File: src/hdl/drnm_pkg.sv
package drnm_pkg;

    // item field widths
    localparam int OP_W       = 2;
    localparam int ETA_W      = 14;
    localparam int PHI_W      = 13;
    localparam int PT_W       = 16;
    localparam int OUT_IDX_W  = 6;

    // stream bus widths
    localparam int S_DATA_W   = 48;
    localparam int S_USER_W   = 2;
    localparam int M_DATA_W   = 8;
    localparam int M_USER_W   = 1;

    // configuration registers
    localparam int CUT_W      = 29;
    localparam int ACC_W      = 13;
    localparam int CFG_IDX_W  = 2;
    localparam int CFG_DATA_W = 29;

    localparam logic [CUT_W-1:0] MAX_DR2_RESET = CUT_W'(104857600);
    localparam logic [PT_W-1:0]  MIN_PT_RESET  = '0;
    localparam logic [ACC_W-1:0] ETA_ACC_RESET = ACC_W'(2150);

    // distance arithmetic: |deta| and folded |dphi| both stay below 2^14
    localparam int DIST_W     = 14;
    localparam int SQ_W       = 2 * DIST_W;
    localparam int D2_W       = SQ_W + 1;

    typedef enum logic [OP_W-1:0] {
        OP_LOAD      = 2'd0,
        OP_MATCH     = 2'd1,
        OP_CLR_USED  = 2'd2,
        OP_CLR_TABLE = 2'd3
    } opcode_t;

    typedef enum logic [CFG_IDX_W-1:0] {
        REG_MAX_DR2 = 2'd0,
        REG_MIN_PT  = 2'd1,
        REG_ETA_ACC = 2'd2
    } cfg_reg_t;

    typedef enum logic [1:0] {
        ST_IDLE,
        ST_SCAN,
        ST_FINISH
    } state_t;

    typedef struct packed {
        logic [CUT_W-1:0] max_dr2;
        logic [PT_W-1:0]  min_pt;
        logic [ACC_W-1:0] eta_acc;
    } cfg_t;

    // entry data for a load, or the query position for a match
    typedef struct packed {
        logic signed [ETA_W-1:0] eta;
        logic signed [PHI_W-1:0] phi;
        logic [PT_W-1:0]         pt;
    } bcast_t;

    typedef struct packed {
        logic load;
        logic clr_used;
        logic clr_table;
        logic set_used;
    } cell_ctl_t;

    // running best candidate handed along the chain
    typedef struct packed {
        logic            have;
        logic [D2_W-1:0] d2;
    } token_t;

endpackage

File: src/hdl/drnm_cell.sv
module drnm_cell #(
    parameter int IDX_W     = 6,
    parameter int CNT_W     = 7,
    parameter int CELL_IDX  = 0,
    parameter int HALF_TURN = 3217
) (
    input  logic                clk,
    input  logic                rst_n,
    input  drnm_pkg::cfg_t      cfg,
    input  drnm_pkg::bcast_t    bus,
    input  drnm_pkg::cell_ctl_t ctl,
    input  logic [IDX_W-1:0]    tgt_idx,
    input  logic [CNT_W-1:0]    count,
    input  drnm_pkg::token_t    tok_in,
    input  logic [IDX_W-1:0]    idx_in,
    output drnm_pkg::token_t    tok_out,
    output logic [IDX_W-1:0]    idx_out
);
    import drnm_pkg::*;

    localparam int EW1 = ETA_W + 1;
    localparam int PW1 = PHI_W + 1;
    localparam int TW  = $clog2(2 * HALF_TURN + 1);
    localparam int FW  = ((TW > DIST_W) ? TW : DIST_W) + 1;
    localparam logic [IDX_W-1:0] MY_IDX = IDX_W'(CELL_IDX);
    localparam logic [CNT_W-1:0] MY_CNT = CNT_W'(CELL_IDX);

    logic signed [ETA_W-1:0] e_eta_reg;
    logic signed [PHI_W-1:0] e_phi_reg;
    logic [PT_W-1:0]         e_pt_reg;
    logic                    used_reg;
    logic                    used_next;

    logic signed [EW1-1:0]   de;
    logic signed [PW1-1:0]   dp;
    logic [EW1-1:0]          de_mag;
    logic [PW1-1:0]          dp_mag;
    logic signed [FW-1:0]    dpx;
    logic signed [FW-1:0]    fold_v;
    logic signed [FW-1:0]    fold_abs;
    logic signed [FW-1:0]    dp_fold;
    logic [EW1-1:0]          eta_mag;
    logic                    ok1;

    logic [DIST_W-1:0]       de_abs_reg;
    logic [DIST_W-1:0]       dp_abs_reg;
    logic                    ok1_reg;
    logic [SQ_W-1:0]         de2_reg;
    logic [SQ_W-1:0]         dp2_reg;
    logic                    ok2_reg;
    logic [D2_W-1:0]         d2_sum;
    logic [D2_W-1:0]         d2_reg;
    logic                    elig_reg;

    logic                    take;
    token_t                  tok_reg;
    logic [IDX_W-1:0]        idx_reg;

    // entry storage
    always_ff @(posedge clk)
    begin
        if (ctl.load && (count == MY_CNT))
        begin
            e_eta_reg <= bus.eta;
            e_phi_reg <= bus.phi;
            e_pt_reg  <= bus.pt;
        end
    end

    always_comb
    begin
        used_next = used_reg;
        if (ctl.clr_used)
            used_next = 1'b0;
        else if (ctl.set_used && (tgt_idx == MY_IDX))
            used_next = 1'b1;
    end

    always_ff @(posedge clk or negedge rst_n)
    begin
        if (!rst_n)
            used_reg <= 1'b0;
        else
            used_reg <= used_next;
    end

    // stage 1: absolute differences, phi folded past half a turn
    always_comb
    begin
        de      = EW1'(bus.eta) - EW1'(e_eta_reg);
        dp      = PW1'(bus.phi) - PW1'(e_phi_reg);
        de_mag  = de[EW1-1] ? EW1'(-de) : EW1'(de);
        dp_mag  = dp[PW1-1] ? PW1'(-dp) : PW1'(dp);
        dpx     = FW'(dp_mag);
        fold_v  = FW'(2 * HALF_TURN) - dpx;
        fold_abs = fold_v[FW-1] ? -fold_v : fold_v;
        dp_fold = (dpx > FW'(HALF_TURN)) ? fold_abs : dpx;
        eta_mag = e_eta_reg[ETA_W-1] ? EW1'(-EW1'(e_eta_reg)) : EW1'(e_eta_reg);
        ok1     = (MY_CNT < count) && !used_reg && (e_pt_reg > cfg.min_pt)
                  && (eta_mag < EW1'(cfg.eta_acc));
    end

    always_ff @(posedge clk)
    begin
        de_abs_reg <= de_mag[DIST_W-1:0];
        dp_abs_reg <= dp_fold[DIST_W-1:0];
        ok1_reg    <= ok1;
    end

    // stage 2: squares
    always_ff @(posedge clk)
    begin
        de2_reg <= SQ_W'(de_abs_reg) * SQ_W'(de_abs_reg);
        dp2_reg <= SQ_W'(dp_abs_reg) * SQ_W'(dp_abs_reg);
        ok2_reg <= ok1_reg;
    end

    // stage 3: squared distance and cut
    assign d2_sum = D2_W'(de2_reg) + D2_W'(dp2_reg);

    always_ff @(posedge clk)
    begin
        d2_reg   <= d2_sum;
        elig_reg <= ok2_reg && (d2_sum < D2_W'(cfg.max_dr2));
    end

    // scan: strictly nearer replaces, so the lower index keeps a tie
    assign take = elig_reg && (!tok_in.have || (d2_reg < tok_in.d2));

    always_ff @(posedge clk)
    begin
        if (take)
        begin
            tok_reg.have <= 1'b1;
            tok_reg.d2   <= d2_reg;
            idx_reg      <= MY_IDX;
        end
        else
        begin
            tok_reg <= tok_in;
            idx_reg <= idx_in;
        end
    end

    assign tok_out = tok_reg;
    assign idx_out = idx_reg;

endmodule
File: config.mk
export PLATFORM = sky130hd
export DESIGN_NAME = drnm_cell
export DESIGN_NICKNAME = d
export VERILOG_FILES = /design/src/hdl/drnm_pkg.sv /design/src/hdl/drnm_cell.sv
export SDC_FILE = /design/constraint.sdc
export NUM_CORES = 1
export LEC_CHECK = 0
export ABC_AREA = 1
export BUFFER_PORTS_ARGS = -buffer_cell sky130_fd_sc_hd__clkbuf_2
export CORE_MARGIN = 4
export CORE_UTILIZATION = 60
export DETAILED_ROUTE_END_ITERATION = 12
export PLACE_DENSITY = 0.8
export SLEW_MARGIN = 20
export SYNTH_ARGS = -nofsm -noshare
export SYNTH_HDL_FRONTEND = slang
export SYNTH_SLANG_ARGS = --single-unit
File: constraint.sdc
create_clock -name clk -period 16.5 [get_ports clk]
set_input_delay 1.65 -clock clk [delete_from_list [all_inputs] [get_ports clk]]
set_output_delay 1.65 -clock clk [all_outputs]
set_load 0.005 [all_outputs]
Word level (Yosys, flattened, before mapping) --
Cells that the tools add are included.
Operators by class: muxes and demuxes 8, reductions and logical operators 13, add/subtract/negate cells 8, $lt $le $gt $ge 6, $mul 2
Operator list (number):
- $lt A29 B29 Y1 | 2
- $mul A14 B14 Y28 | 2
- $mux W14 | 4
- $neg A14 Y14 | 3
- $add A28 B28 Y29 | 1
- $mux W29 | 1
- $gt A16 B16 Y1 | 1
- $lt A15 B13 Y1 | 1
- $mux W15 | 1
- $neg A14 Y15 | 1
- $sub A13 B14 Y15 const A | 1
- $sub A14 B14 Y15 | 1
- $gt A14 B12 Y1 const B | 1
- $sub A13 B13 Y14 | 1
- $logic_and A1 B1 Y1 | 7
- $logic_not A7 Y1 | 1
- $lt A1 B7 Y1 const A | 1
- $logic_not A6 Y1 | 1
- $logic_not A1 Y1 | 2
- $mux W1 | 2
- $reduce_bool A2 Y1 | 1
- $logic_or A1 B1 Y1 | 1
Word-level totals: output and inout bits 36, input port bits 156, logic and storage cells 52, register bits after elaboration 196

Depth between registers and ports, before layout --
depth after elaboration 7, mapped depth 29, mapped depth without buffers 28

Least setup slack after synthesis --
OpenSTA, ideal clock, no wires.
path kind reg2reg, start point reg de_abs_reg[7], end point reg de2_reg[26], setup time 0.072 ns, setup slack 10.501 ns, arrival time 5.927 ns, data required time 16.428 ns, cell stages (with the launch flop) 28, period minus slack after synthesis 5.999 ns, path buffers 1, path through dfxtp_1 > clkbuf_1 > nand2_1 > fa_1 > fa_1 > inv_1 > fa_1 > inv_1 > fa_1 > inv_1 > fa_1 > inv_1 > fa_1 > inv_1 > ha_1 > nand2_1 > o21ai_0 > a21oi_1 > o21ai_0 > nand3_1 > nand2_1 > nand2_1 > nand2_1 > a21oi_1 > o21ai_0 > nand4_1 > nand3_1 > xor2_1
Between the ends: longest elaborated chain between the ends 1
Ends and longest elaborated chain:
- start: declaration | RTL line drnm_cell.sv:45 | logic [DIST_W-1:0] de_abs_reg;
- start signal: assignment | RTL line drnm_cell.sv:105 | de_abs_reg <= de_mag[DIST_W-1:0];
- $mul A14 B14 Y28 | RTL line drnm_cell.sv:113 | de2_reg <= SQ_W'(de_abs_reg) * SQ_W'(de_abs_reg);
- end signal: assignment | RTL line drnm_cell.sv:113
- end: declaration | RTL line drnm_cell.sv:48 | logic [SQ_W-1:0] de2_reg;
No other way between the ends. A chain may end at the register's enable or synchronous reset.

Worst setup path in the final report --
Same ends and word-level chain as after synthesis.

==> results.cfg <==
[synthesis]
ys_seq_elements = 194
synth-compound-area-share = 0.0770
synthCells = 2706
synth_edf_count = 43
yosysSeqAreaShare = 0.196
synthAdderAreaFrac = 0.394
synth-simple-area-share = 0.158
yosysWarningCount = 0
synth_cell_type_count = 52
muxShareOfSynthArea = 0.00102
synth_xor_area_frac = 0.0508
synth-main-ff-cell = dfxtp_1
synth.avg_cell_area_sq_um = 8.15
synth_fp_nets = 3414
synth_top_family_by_area = adder cells
async_flop_share = 0.00515
synth_area_sq_um = 22100

[finish]
final_core_util = 0.669
finalNonFillerCells = 3347
final_cell_mix = 663 x inv_1, 519 x nand2_1, 313 x ha_1, 239 x fa_1, 190 x clkbuf_2
layout-drive-gt1-share = 0.0939
final_common_cell = inv_1
antenna_cells = 0
fill_cells = 2845
syn_to_final_growth_pct = 8.86
largest_reg_flops = 30
fin_nets = 3581

[drt]
drc = 0
num_vias = 17600
detail-route-antenna-nets = 0
drt_first_pass_iters = 6
routed_wl_mm = 47.2
vias_per_cell = 5.27
wl_per_cell_um = 14.1
drt-initial-drc-count = 872

[global_routing]
grt_max_degree = 44
grt_first_pass_wirelength_mm = 81.0
grt.total_usage = 0.245
grt-ovfl-total = 0
grt_pass1_vias = 18600
grt_antenna_before_repair = 0

[worst_setup_path]
cp-endpoint = de2_reg[26]$_DFF_P_
rrSetupSlack_ns = 9.89
critPathCaptureType = flop
startpoint = de_abs_reg[7]$_DFF_P_
r2r_cells = 26
r2r-start = de_abs_reg[7]$_DFF_P_
crit_type = reg2reg
worstPathRequired_ns = 16.89
r2r-end = de2_reg[26]$_DFF_P_
cp_max_fo = 14
critPathArrivalTime_ns = 7.00
critPathLaunchType = flop

[timing]
fin_skew_ns = 0.0165
fin_crit_sh = 0.401
setup_viol = 0
clock.fmax_mhz = 151
finalSetupTns_ns = 0
finalHoldViolations = 0
rsz0062_at_grt = false
tightestPinTransition_ns = 1.01
holdWs_ns = 0.463
relSlewSlack = 0.329
drv_slew = 0
period_minus_slack_ns = 6.61

[clock_tree]
clock-sinks = 194
clkLatencyLatePin_ns = 0.46
root_buffer = clkbuf_16
post_cts_buffers = 0
cts_buffers = 17
cts.clk_slew.worst_paths_ns = 0.08
cts_buffer_depth = 2
cts_hold_buf = 0
h-tree-depth = 4
cts_tree = done
cts_resized = 0

[floorplanning]
die_w_um = 200
die_y_um = 200
rows = 69
die_area_sq_um = 39900
coreArea_sq_um = 35900
ios = 192
start_util = 0.614

[hold_path]
hp-class = reg2reg

[place]
numPortBuffers = 190
place_inst = 3315
gp_congestion = 0.888
dpl.hpwl_mm = 39.7

[outcome]
status = completed

[job]
cap_violations = 0
Yosys cell counts (all sizes together) (7+ instances only):
| master | n | area, sq um |
|---|---|---|
| inv | 667 | 2500 |
| nor4 | 9 | 62.6 |
| xor2 | 96 | 841 |
| a211oi | 7 | 52.6 |
| a31oi | 10 | 62.6 |
| o21ai | 100 | 523 |
| nand3b | 9 | 67.6 |
| nand2 | 536 | 2080 |
| ha | 313 | 3920 |
| nand3 | 99 | 521 |
| a21oi | 147 | 743 |
| a21o | 9 | 67.6 |
| dfxtp | 150 | 3000 |
| nor3 | 23 | 120 |
| nor2 | 102 | 413 |
| clkbuf | 38 | 143 |
| xnor2 | 32 | 280 |
| o211ai | 10 | 75.1 |
| edfxtp | 43 | 1290 |
| nand4 | 28 | 175 |
| fa | 239 | 4780 |
critical path, stage by stage, from the launching register on:
cell	delay, ns
dfxtp_1	0.80
nand2_1	0.17
fa_1	0.55
fa_1	0.52
inv_1	0.06
fa_1	0.50
inv_1	0.05
fa_1	0.47
inv_1	0.06
fa_1	0.53
inv_1	0.05
fa_1	0.53
inv_1	0.04
ha_1	0.34
nand2_1	0.09
o21ai_0	0.18
a21oi_1	0.10
o21ai_0	0.29
nand3_1	0.11
nand2_1	0.11
nand2_1	0.05
nand2_1	0.10
a21oi_1	0.11
o21ai_0	0.33
nand4_1	0.13
nand3_1	0.11
xor2_1	0.14
through the flow:
step                      setup WS (ns)  instance area, sq um
after detailed placement           9.94                 23400
after floorplan                   10.50                 22100
after CTS                          9.91                 24000
final                              9.89                 24000
after global routing               9.46                 24000
after global placement            10.00                 23400
per-layer routing:
metal | global-route usage | part of all wire | vias to the layer above
met5 | 0 | 0 | -
met4 | 0.0770 | 0.026 | 0
met3 | 0.0465 | 0.061 | 101
met2 | 0.442 | 0.49 | 551
met1 | 0.296 | 0.42 | 8246
li1 | - | - | 8733
area by class of cell:
cell class | instances | area (sq um) | area share
well taps | 461 | 577 | 0.0240
clock buffers | 20 | 478 | 0.0199
repair buffers | 191 | 958 | 0.0399
flip-flops and latches | 194 | 4320 | 0.180
multi-input cells | 1799 | 15000 | 0.626
inverters | 670 | 2510 | 0.105
clock inverters | 12 | 136 | 0.00568
logic make-up (layout without fill, tap and decap cells):
kind of cell	after synthesis	after routing
xor gates and xnor gates	128	128
muxes	2	2
DFF	194	194
adders and majority gates	552	552
AOI/OAI and AO/OA	304	304
and+or+nand+nor	813	813
buffers and inverters	713	893
worst min-delay path by stage:
stage | start | end | slack, ns | cells past startpoint
floorplan | ok1_reg$_DFF_P_ | ok2_reg$_DFF_P_ | 0.31 | 0
global placement | d2_reg[26]$_DFF_P_ | tok_out[26]$_DFF_P_ | 0.45 | 2
detailed placement | ok2_reg$_DFF_P_ | elig_reg$_DFF_P_ | 0.45 | 1
CTS | ok1_reg$_DFF_P_ | ok2_reg$_DFF_P_ | 0.46 | 0
global route | ok2_reg$_DFF_P_ | elig_reg$_DFF_P_ | 0.48 | 1
finish | ok2_reg$_DFF_P_ | elig_reg$_DFF_P_ | 0.46 | 1
Power is left out: the tool's default activity adds up to more than one toggle a clock period on the data nets, which glitch-free logic cannot reach.
